$ cat src/sv/pdt_pkg.sv
package pdt_pkg;

	localparam int TIME_WIDTH_DEF     = 48;
	localparam int INTERVAL_WIDTH_DEF = 32;

	localparam int CMD_W = 3;

	localparam logic [CMD_W-1:0] CMD_CHECK   = 3'd0;
	localparam logic [CMD_W-1:0] CMD_START   = 3'd1;
	localparam logic [CMD_W-1:0] CMD_STOP    = 3'd2;
	localparam logic [CMD_W-1:0] CMD_RESTART = 3'd3;
	localparam logic [CMD_W-1:0] CMD_SET_IV  = 3'd4;
	localparam logic [CMD_W-1:0] CMD_QUERY   = 3'd5;

	localparam int REM_W = 32;
	localparam int IV_IN_W = 32;

	localparam logic [REM_W-1:0] REM_NOT_STARTED = '1;
	localparam logic [REM_W-1:0] REM_SAT         = {1'b0, {(REM_W-1){1'b1}}};

endpackage

$ cat src/sv/periodic_deadline_timer_top.sv
// Command-driven deadline timer. Each command on the input channel carries the current time
// (now); the block answers every command with one result: fired (this check expired the timer),
// running (started flag after the command) and remaining (time to the deadline, saturated at
// 2^31-1, 0 once passed, -1 when stopped). The periodic bit on the config channel selects
// one-shot or periodic rearm; write it only while no command is in flight. Most commands pass
// from IDLE through EXEC to OUT. A check that fires in periodic mode with a nonzero period also
// passes through DIV, RES1 and RES2: the remainder of the elapsed time by the period is found by a
// bit-serial restoring loop that retires one bit of the elapsed time per cycle. One command is
// worked on at a time; a finished result is held in the output register while the next command
// is taken.
module periodic_deadline_timer_top
	import pdt_pkg::*;
#(
	parameter int TIME_WIDTH     = TIME_WIDTH_DEF,
	parameter int INTERVAL_WIDTH = INTERVAL_WIDTH_DEF
) (
	input  logic                      clk,
	input  logic                      arst_n,
	input  logic                      cfg_valid,
	output logic                      cfg_ready,
	input  logic                      cfg_data,
	input  logic                      in_valid,
	output logic                      in_ready,
	input  logic [CMD_W-1:0]          cmd,
	input  logic [TIME_WIDTH-1:0]     now,
	input  logic signed [IV_IN_W-1:0] new_interval,
	output logic                      out_valid,
	input  logic                      out_ready,
	output logic                      fired,
	output logic                      running,
	output logic signed [REM_W-1:0]   remaining
);

	localparam int TW = TIME_WIDTH;
	localparam int IW = INTERVAL_WIDTH;
	localparam int XW = (IW > IV_IN_W) ? IW : IV_IN_W;
	localparam int CW = $clog2(TW);

	localparam logic [2:0] S_IDLE = 3'd0;
	localparam logic [2:0] S_EXEC = 3'd1;
	localparam logic [2:0] S_DIV  = 3'd2;
	localparam logic [2:0] S_RES1 = 3'd3;
	localparam logic [2:0] S_RES2 = 3'd4;
	localparam logic [2:0] S_OUT  = 3'd5;

	localparam logic signed [XW-1:0] IMAX_X = signed'({{(XW-IW+1){1'b0}}, {(IW-1){1'b1}}});
	localparam logic signed [XW-1:0] IMIN_X = ~IMAX_X;

	logic [2:0]           state_q;
	logic [TW-1:0]        deadline_q;
	logic                 started_q;
	logic signed [IW-1:0] period_q;
	logic                 periodic_q;
	logic                 fire_q;

	logic [CMD_W-1:0]     cmd_q;
	logic [TW-1:0]        now_q;
	logic signed [IW-1:0] v_q;
	logic [TW-1:0]        el_q;
	logic [IW-1:0]        r_q;
	logic [CW-1:0]        cnt_q;

	logic signed [XW-1:0] iv_x;
	logic signed [XW-1:0] iv_clamp;
	logic [TW-1:0]        diff;
	logic                 passed;
	logic [63:0]          per64;
	logic [63:0]          v64;
	logic [63:0]          r64;
	logic [63:0]          diff64;
	logic [TW-1:0]        load_p;
	logic [TW-1:0]        load_v;
	logic [IW:0]          div_t;
	logic [IW:0]          div_p;
	logic [IW-1:0]        r_next;
	logic [REM_W-1:0]     rem_word;
	logic                 out_free;

	assign cfg_ready = 1'b1;
	assign in_ready  = (state_q == S_IDLE);
	assign out_free  = !out_valid || out_ready;

	// clamp the incoming interval to the signed range of the period register
	always_comb begin
		iv_x = XW'(new_interval);
		priority if (iv_x > IMAX_X) begin
			iv_clamp = IMAX_X;
		end else if (iv_x < IMIN_X) begin
			iv_clamp = IMIN_X;
		end else begin
			iv_clamp = iv_x;
		end
	end

	assign diff   = deadline_q - now_q;
	assign passed = (diff == '0) || diff[TW-1];
	assign per64  = 64'($unsigned(period_q));
	assign v64    = 64'($unsigned(v_q));
	assign r64    = 64'(r_q);
	assign load_p = now_q + per64[TW-1:0];
	assign load_v = now_q + v64[TW-1:0];

	// one restoring step of elapsed % period, msb first
	assign div_t  = {r_q, el_q[TW-1]};
	assign div_p  = {1'b0, $unsigned(period_q)};
	assign r_next = (div_t >= div_p) ? IW'(div_t - div_p) : div_t[IW-1:0];

	always_comb begin
		diff64 = 64'(diff);
		priority if (!started_q) begin
			rem_word = REM_NOT_STARTED;
		end else if (passed) begin
			rem_word = '0;
		end else if (|diff64[63:REM_W-1]) begin
			rem_word = REM_SAT;
		end else begin
			rem_word = diff64[REM_W-1:0];
		end
	end

	always_ff @(posedge clk or negedge arst_n) begin
		if (!arst_n) begin
			state_q    <= S_IDLE;
			deadline_q <= '0;
			started_q  <= 1'b0;
			period_q   <= '0;
			periodic_q <= 1'b0;
			fire_q     <= 1'b0;
			out_valid  <= 1'b0;
			cnt_q      <= '0;
		end else begin
			if (cfg_valid && cfg_ready) begin
				periodic_q <= cfg_data;
			end
			// in S_OUT the output register is reloaded instead
			if (out_valid && out_ready && state_q != S_OUT) begin
				out_valid <= 1'b0;
			end
			unique case (state_q)
				S_IDLE: begin
					if (in_valid) begin
						fire_q  <= 1'b0;
						state_q <= S_EXEC;
					end
				end
				S_EXEC: begin
					state_q <= S_OUT;
					unique case (cmd_q)
						CMD_CHECK: begin
							if (started_q && !period_q[IW-1] && passed) begin
								fire_q <= 1'b1;
								if (!periodic_q) begin
									started_q <= 1'b0;
								end else if (period_q == '0) begin
									deadline_q <= now_q;
								end else begin
									cnt_q   <= CW'(TW - 1);
									state_q <= S_DIV;
								end
							end
						end
						CMD_START: begin
							if (!started_q && !period_q[IW-1]) begin
								deadline_q <= load_p;
								started_q  <= 1'b1;
							end
						end
						CMD_STOP: begin
							started_q <= 1'b0;
						end
						CMD_RESTART: begin
							started_q <= !period_q[IW-1];
							if (!period_q[IW-1]) begin
								deadline_q <= load_p;
							end
						end
						CMD_SET_IV: begin
							if (started_q && !v_q[IW-1]) begin
								deadline_q <= load_v;
							end
							period_q <= v_q;
						end
						default: begin
						end
					endcase
				end
				S_DIV: begin
					if (cnt_q == '0) begin
						state_q <= S_RES1;
					end else begin
						cnt_q <= cnt_q - 1'b1;
					end
				end
				S_RES1: begin
					state_q <= S_RES2;
				end
				S_RES2: begin
					deadline_q <= now_q + r64[TW-1:0];
					state_q    <= S_OUT;
				end
				S_OUT: begin
					if (out_free) begin
						out_valid <= 1'b1;
						state_q   <= S_IDLE;
					end
				end
				default: begin
					state_q <= S_IDLE;
				end
			endcase
		end
	end

	// payload and datapath registers
	always_ff @(posedge clk) begin
		if (state_q == S_IDLE && in_valid) begin
			cmd_q <= cmd;
			now_q <= now;
			v_q   <= IW'(iv_clamp);
		end
		if (state_q == S_EXEC) begin
			el_q <= now_q - deadline_q;
			r_q  <= '0;
		end
		if (state_q == S_DIV) begin
			r_q  <= r_next;
			el_q <= el_q << 1;
		end
		if (state_q == S_RES1) begin
			// distance from now to the next grid point
			r_q <= $unsigned(period_q) - r_q;
		end
		if (state_q == S_OUT && out_free) begin
			fired     <= fire_q;
			running   <= started_q;
			remaining <= rem_word;
		end
	end

`ifndef SYNTHESIS
	a_rem_below_period: assert property (@(posedge clk) disable iff (!arst_n)
		state_q == S_DIV |-> r_q < $unsigned(period_q))
		else $error("remainder not below period during division");

	a_oneshot_stops: assert property (@(posedge clk) disable iff (!arst_n)
		out_valid && fired && !periodic_q |-> !running)
		else $error("one-shot firing left the timer running");

	a_stopped_rem: assert property (@(posedge clk) disable iff (!arst_n)
		out_valid && !running |-> remaining == REM_NOT_STARTED)
		else $error("stopped timer reports a remaining time");

	a_div_to_res: assert property (@(posedge clk) disable iff (!arst_n)
		state_q == S_DIV && cnt_q == '0 |=> state_q == S_RES1)
		else $error("division did not end after the last bit");
`endif

endmodule

$ cat config.mk
export PLATFORM = sky130hd
export DESIGN_NAME = periodic_deadline_timer_top
export DESIGN_NICKNAME = d
export VERILOG_FILES = /design/src/sv/pdt_pkg.sv /design/src/sv/periodic_deadline_timer_top.sv
export SDC_FILE = /design/constraint.sdc
export NUM_CORES = 1
export LEC_CHECK = 0
export ABC_AREA = 1
export BUFFER_PORTS_ARGS = -buffer_cell sky130_fd_sc_hd__clkbuf_2
export CAP_MARGIN = 10
export CORE_AREA = 2 2 227 229
export DETAILED_ROUTE_END_ITERATION = 8
export DIE_AREA = 0 0 229 231
export GPL_TIMING_DRIVEN = 0
export HOLD_SLACK_MARGIN = 0.15
export PLACE_DENSITY = 0.79
export SLEW_MARGIN = 20
export SYNTH_ARGS = -nofsm -noshare
export SYNTH_HDL_FRONTEND = slang
export SYNTH_SLANG_ARGS = --single-unit
$ cat constraint.sdc
create_clock -name clk -period 7.5 [get_ports clk]
set_clock_uncertainty 0.1 [all_clocks]
set_input_delay 0.375 -clock clk [delete_from_list [all_inputs] [get_ports clk]]
set_output_delay 0.375 -clock clk [all_outputs]
set_load 0.05 [all_outputs]
## Word level (Yosys, flattened, before mapping)

Cells that the tools add are included.

- Reductions and logical operators: 31
- $add $sub $neg: 8
- $lt $le $gt $ge: 3
- Equal/unequal tests: 28
- Mux-type cells: 42

Operators by type and width:

| operator | number |
|---|---|
| $mux 48 | 8 |
| $mux 32 | 7 |
| $pmux 48 s4 | 1 |
| $add 48x32->48 | 3 |
| $pmux 48 s2 | 1 |
| $sub 48x48->48 | 2 |
| $sub 32x32->32 | 2 |
| $logic_not 48->1 | 1 |
| $ge 33x32->1 | 1 |
| $gt 32x32->1 const B | 1 |
| $logic_not 32->1 | 1 |
| $lt 32x32->1 const B | 1 |
| $mux 6 | 5 |
| $mux 3 | 7 |
| $ne 3x3->1 const B | 7 |
| $ne 2x2->1 const B | 10 |
| $pmux 3 s6 | 1 |
| $reduce_or 17->1 | 1 |
| $eq 3x2->1 const B | 4 |
| $pmux 6 s2 | 1 |
| $eq 3x3->1 const B | 3 |
| $mux 1 | 9 |
| $logic_and 1x1->1 | 8 |
| $reduce_and 8->1 | 1 |
| 18 further kinds | 26 |

- Bits of input ports: 89
- Flip-flop bits (word level): 290
- Output and inout bits: 37
- Logic and storage cells: 129

## Depth between registers and ports, before layout

Gate-level depths: netlist (run 1).

- Depth in word-level cells: 7
- Gate-level depth with buffers: 27
- Mapped depth without buffers: 25

## Worst setup path before layout (run 1)

Ideal clock, no wire load.

- Path type: register -> register
- Start point: register, netlist name deadline_q[0]
- End point: register cmd_q[0] (enable)
- Data arrival time: 6187 ps
- Setup time: 525 ps
- Data required time: 6875 ps
- Period minus slack after synthesis: 6812 ps
- Stages on the path, launching flop included: 24
- Buffers on the path: 0
- Setup slack: 688 ps
- Cell sequence: dfrtp_1 -> inv_1 -> ha_1 -> inv_1 -> fa_1 -> nand3_1 -> nand3_1 -> nand2_1 -> nand2_1 -> nand2_1 -> nand2_1 -> nand2_1 -> nand3b_1 -> nand2_1 -> nand2_1 -> nor2_1 -> nand2_1 -> nor2_1 -> nand3_1 -> nand2_2 -> nand2_1 -> o21ai_4 -> nand2_1 -> nor2_1

RTL lines:

| element | RTL line | source |
|---|---|---|
| to (signal assigned) | periodic_deadline_timer_top.sv:217 | `cmd_q <= cmd;` |
| to (decl) | periodic_deadline_timer_top.sv:56 | `logic [CMD_W-1:0] cmd_q;` |

## Worst setup path in the final report (run 1)

- Start point: register cmd_q[0]
- End point: register deadline_q[43]

- Longest elaborated chain between the ends: 3
- Elaborated cells on any way between the ends: 14
- Classes of those cells: eq/ne: 10; mux: 2; reduce/logical: 2

RTL lines:

| element | RTL line | source |
|---|---|---|
| $eq 3x3->1, or another cell as far along | periodic_deadline_timer_top.sv:148 | `unique case (cmd_q)` |
| $ne 5x1->1 (no line), or another cell as far along | n/a |  |
| $reduce_and 8->1 (no line) / $pmux 48 s2 (equally long branches) | n/a |  |
| to (signal assigned) | periodic_deadline_timer_top.sv:155 | `deadline_q <= now_q;` |
| to (signal assigned) | periodic_deadline_timer_top.sv:164 | `deadline_q <= load_p;` |
| to (signal assigned) | periodic_deadline_timer_top.sv:174 | `deadline_q <= load_p;` |
| to (decl) | periodic_deadline_timer_top.sv:50 | `logic [TW-1:0] deadline_q;` |

Several ways; a longest one is shown, not always the timed one.
A chain may end at the register's enable or synchronous reset.

==> flow_summary.json, run 1 <==
{
  "rsz0062_at_grt": "false",
  "final_cells": 4979,
  "cp.required_ns": 7.87,
  "start_util": 0.541,
  "regArea_sq_um": 8230,
  "worst-r2r-setup-slack_ns": 1.73,
  "r2r-end": "deadline_q[43]",
  "cts_buffer_depth": 3,
  "async_flop_share": 0.321,
  "yosysWarningCount": 0,
  "final_nets": 4591,
  "synth_top_area_frac": 0.215,
  "clkTransAtPathRegs_ns": 0.06,
  "ys_ff_latch": 290,
  "arrival_ns": 6.14,
  "reg2reg_depth": 20,
  "cp-start-kind": "flop",
  "dieArea_sq_um": 52900,
  "dieHeight_um": 231,
  "wire_per_inst_um": 21.4,
  "dp_hpwl_um": 87200,
  "htree_levels": 2,
  "drive_gt1_frac": 0.0684,
  "cts_tree": "built",
  "critical_path_class": "reg -> reg",
  "synthToLayoutAreaGrowth_pct": 13.2,
  "synth.most_common_cell": "nand2_1",
  "status": "complete, no violations",
  "syn_nets": 4366,
  "antenna_found_initial": 1,
  "reg2reg_from": "cmd_q[0]",
  "layout_min_cycle_time_ns": 5.77,
  "wl_um": 106000,
  "ios": 126,
  "clockRootBuffer": "clkbuf_16",
  "place_inst": 4827,
  "diodes": 0,
  "grt_max_degree": 58,
  "rows": 83,
  "maxCapViolCount": 0,
  "cts_inserted_buffers": 36,
  "final_hold_viol_count": 0,
  "via_per_inst": 5.64,
  "slew_headroom": 0.212,
  "drc": 0,
  "cts_sinks": 290,
  "post_cts_buffers": 0,
  "drt_iter0_drc": 2500,
  "yosys-top-cells-count": "1099 x nand2_1, 652 x inv_1, 400 x a21oi_1",
  "final.fill_count": 4776,
  "hold_class": "in -> async",
  "dr_total_vias": 28100,
  "drv_slew": 0,
  "grt_pass1_wl_um": 158000,
  "crit_path_end_kind": "flop",
  "io_buffers": 92,
  "timing.fmax_mhz": 173,
  "place.gp.congestion": 1.02,
  "synthTopCellsByArea": "edfxtp_1 21%, nand2_1 15%, ha_1 10%, inv_1 8.9%, dfrtp_1 8.5%",
  "synth-seq-area-share": 0.300,
  "worstMarginPinSlew_ns": 1.17,
  "worstPathMaxFanout": 10,
  "synth_area_leader_cell": "edfxtp_1",
  "die_width_um": 229,
  "finalSetupTns_ns": 0,
  "final.period_utilization": 0.770,
  "drt_pass1_iterations": 5,
  "drt.antenna.violating_nets": 0,
  "syn-cell-area_sq_um": 27400,
  "synth_edf_count": 196,
  "multi_input_area_sq_um": 16200,
  "synth.distinct_cells": 61,
  "core_area_sq_um": 50700,
  "first_global_vias": 27500,
  "grt_use_total": 0.396,
  "clock_latency_ns": 0.58,
  "syn_inst": 4048,
  "worst_slack_ns": 1.73,
  "pre_cts_ws_ns": 1.94,
  "synth-main-ff-cell": "edfxtp_1",
  "overflow": 0,
  "setup-violations-final": 0,
  "syn_area_per_cell_sq_um": 6.77
}
cells in the final DEF (no fill, tap or decap), types with 9 or more instances in the layout:
master / count
a31oi_1: 14
clkinv_1: 9
nor2_1: 318
nor2_2: 31
nand2_1: 1098
o211ai_1: 10
edfxtp_1: 196
ha_1: 223
nor3_1: 29
buf_2: 9
nand3b_1: 11
nand4_1: 41
o21a_1: 47
or2_2: 12
o21bai_1: 17
dfrtp_1: 93
dlygate4sd3_1: 88
clkbuf_16: 38
a21o_1: 12
nand3_1: 140
o21ai_0: 308
a21oi_1: 398
xor2_1: 72
clkbuf_1: 82
nand2_2: 18
clkbuf_2: 96
nor4_1: 13
inv_1: 652
a21boi_0: 17
xnor2_1: 47
a32o_1: 14
o21ai_2: 32
worst max-delay path, stage by stage, from the launching register on:
cell and delay [ns]:
edfxtp_1 0.47, nor2_1 0.16, inv_1 0.07, nor2_1 0.19, clkbuf_1 0.69, buf_1 0.66
o21ai_0 0.36, ha_1 0.39, nand3_1 0.08, nand2_1 0.12, a21oi_1 0.10, o21ai_0 0.36
a21boi_0 0.32, o21ai_0 0.63, nand3_1 0.15, nand2_1 0.10, nand2_1 0.05, nand2_1 0.15
nand3_1 0.16, xor2_1 0.19, o21ai_2 0.15
repair_timing:
action / 4_1_cts / 5_1_grt
hold endpoints to repair: 180 / 0
gates resized for setup: 0 / 0
hold buffers: 88 / 0
per-stage QoR:
stage                     hold slack, ns  utilization  instance area, sq um
after floorplan                  -0.0206            -                 27400
after global placement             0.328        0.567                 28700
after detailed placement           0.222        0.571                 28900
after CTS                          0.176        0.612                 31000
after global routing               0.223        0.612                 31000
final                              0.177        0.612                 31000
how the worst max path moves through the flow:
stage | slack, ns | end | cells past startpoint | from
2_1_floorplan | 0.69 | cmd_q[0] | 23 | deadline_q[0]
3_3_place_gp | -2.60 | now_q[4] | 19 | now_q[20]
3_5_place_dp | 1.94 | deadline_q[39] | 21 | cmd_q[0]
4_1_cts | 1.89 | deadline_q[43] | 20 | cmd_q[0]
5_1_grt | 1.59 | now_q[6] | 21 | now_q[20]
6_report | 1.73 | deadline_q[43] | 20 | cmd_q[0]
kinds of logic (layout without fill, tap and decap cells):
logic type,after synthesis,in the layout,share of synthesized area
adders and majority gates,229,229,0.106
xor gates and xnor gates,119,119,0.0380
AOI/OAI and AO/OA,911,911,0.188
buffers and inverters,772,1023,0.109
and+or+nand+nor,1726,1726,0.258
other,1,1,0.000137
DFF,290,290,0.300
sequential cells by signal, summed over array words and instances, names as in the netlist:
name and cells:
deadline_q 48, el_q 48, now_q 48, period_q 32, r_q 32, remaining 32
v_q 32, cnt_q 6, cmd_q 3, state_q 3, fire_q 1, fired 1
out_valid 1, periodic_q 1, running 1, started_q 1
metal layers:
layer,track usage,up-vias,part of all wire
li1,-,13700,-
met5,0,-,0.00011
met3,0.0632,358,0.073
met4,0.282,2,0.083
met2,0.686,1315,0.47
met1,0.447,12700,0.37
layout make-up:
type / instances / area share
repair buffers: 187 / 0.0488
multi-input cells: 2986 / 0.523
clock inverters: 20 / 0.00654
clock buffers: 44 / 0.0320
plain buffers: 110 / 0.0162
well taps: 680 / 0.0274
flip-flops and latches: 290 / 0.265
inverters: 662 / 0.0801
Power of run 1 is left out: the tool's default activity adds up to more than one toggle a clock period on the data nets, which glitch-free logic cannot reach.
==> run 2: changes to the inputs <==
==> constraint.sdc (replaced) <==
create_clock -name clk -period 6 [get_ports clk]
set_clock_uncertainty 0.1 [all_clocks]
set_input_delay 0.3 -clock clk [delete_from_list [all_inputs] [get_ports clk]]
set_output_delay 0.3 -clock clk [all_outputs]
set_load 0.05 [all_outputs]
==> flow_summary.json, run 2 (synthesis gave the netlist of run 1 again) <==
{
  "htree_levels": 2,
  "layout_min_cycle_time_ns": 5.56,
  "cp_slowest_cell": "ha_1",
  "drt_pass1_iterations": 6,
  "core_area_sq_um": 50700,
  "wl_um": 108000,
  "grt_max_degree": 60,
  "path_cells": "ha_1, nand2_1, nor2_2, nand2_2, nor2_2, nand2_1, nor2_1, nor2_1, nand2_1, nand2_1, nand2_1, nand2_1, nor2_1, nand2_1, nor2_2, nand3_1, nand2_2, nand2_1, o21ai_4, nand2_1, nor2_4, buf_12, buf_12",
  "holdWs_ns": 0.167,
  "timing.fmax_mhz": 180,
  "setup-violations-final": 0,
  "slew_headroom": 0.189,
  "worstPathMaxFanout": 27,
  "maxCapViolCount": 0,
  "drv_slew": 0,
  "cp_top_family": "simple AND/OR/NAND/NOR gates",
  "cts_sinks": 290,
  "clockRootBuffer": "clkbuf_16",
  "io_buffers": 92,
  "final_nets": 4593,
  "antenna_found_initial": 2,
  "dieArea_sq_um": 52900,
  "dp_hpwl_um": 88400,
  "final_hold_viol_count": 0,
  "crit_path_end_kind": "flop",
  "cpMostUsedCell": "nand2_1",
  "drt.antenna.violating_nets": 0,
  "drive_gt1_frac": 0.0686,
  "final.period_utilization": 0.927,
  "worst-path-buf-inv": 2,
  "cp-start-kind": "flop",
  "grt_pass1_wl_um": 159000,
  "cts_buffer_depth": 3,
  "hold_class": "in -> async",
  "arrival_ns": 5.71,
  "drc": 0,
  "die_width_um": 229,
  "rsz0062_at_grt": "false",
  "place.gp.congestion": 1.01,
  "wire_per_inst_um": 21.6,
  "place_area_sq_um": 28900,
  "worst_slack_ns": 0.438,
  "dr_total_vias": 28200,
  "start_util": 0.541,
  "clock_latency_ns": 0.57,
  "ios": 126,
  "grt_use_total": 0.402,
  "cts_inserted_buffers": 36,
  "drt_iter0_drc": 2679,
  "worstMarginPinSlew_ns": 1.20,
  "final.fill_count": 4795,
  "cp.required_ns": 6.15,
  "dieHeight_um": 231,
  "critical_path_class": "reg -> reg",
  "max_stage_delay_ns": 0.61,
  "synthToLayoutAreaGrowth_pct": 13.4,
  "final_area_sq_um": 31100,
  "rows": 83,
  "reg_top3": "deadline_q (48), el_q (48), now_q (48)",
  "final_common_cell": "nand2_1",
  "via_per_inst": 5.66,
  "final_cell_mix": "1098 x nand2_1, 652 x inv_1, 398 x a21oi_1",
  "overflow": 0,
  "diodes": 0,
  "pre_cts_ws_ns": 0.360,
  "cts_tree": "built",
  "final_core_util": 0.613,
  "first_global_vias": 27500,
  "status": "complete, no violations",
  "clkTransAtPathRegs_ns": 0.06
}
==> run 2: tightest hold or removal path: stages <==
cell	delay (ns)
dlygate4sd3_1	0.53
clkbuf_8	0.16
buf_12	0.22
==> run 2: metal layers <==
layer	vias to the layer above	wire [um]	GRT usage
met5	-	33	0
met4	4	9080	0.297
met3	367	8240	0.0610
met2	1355	51000	0.696
met1	12800	39400	0.449
li1	13700	-	-
==> run 2: stage by stage <==
stage                     cells  TNS [ns]
after floorplan            4048         0
after global placement     4820   -169.96
after detailed placement   4827         0
after CTS                  4983         0
after global routing       4983         0
final                      4983         0
==> run 2: repair_timing <==
action                                 in CTS  in global routing
setup endpoints to repair                   0                  3
hold buffers                               90                  0
setup buffers                               0                  0
endpoints found under the hold margin     181                  0
gates resized for setup                     0                  2
==> run 2: path summary, 6_finish.rpt <==
kind / from / end / slack (ns) / depth (start not counted)
hold / removal: arst_n / cnt_q[5] / 0.17 / 3
min in group clk: new_interval[21] / v_q[21] / 0.34 / 2
setup / recovery: now_q[32] / v_q[1] / 0.44 / 23
max in group asynchronous: arst_n / deadline_q[1] / 5.30 / 3
hold reg to reg: started_q / running / 0.36 / 0
setup reg to reg: now_q[32] / v_q[1] / 0.44 / 23
==> run 2: area by class of cell <==
type / instances / area (sq um) / share of cell area
Tap cell: 680 / 851 / 0.0274
Buffer: 110 / 502 / 0.0161
Sequential cell: 290 / 8230 / 0.265
Timing Repair Buffer: 189 / 1540 / 0.0496
Inverter: 662 / 2480 / 0.0800
Multi-Input combinational cell: 2986 / 16200 / 0.522
Clock inverter: 19 / 218 / 0.00700
Clock buffer: 47 / 1010 / 0.0326
Power of run 2 is left out for the same reason.
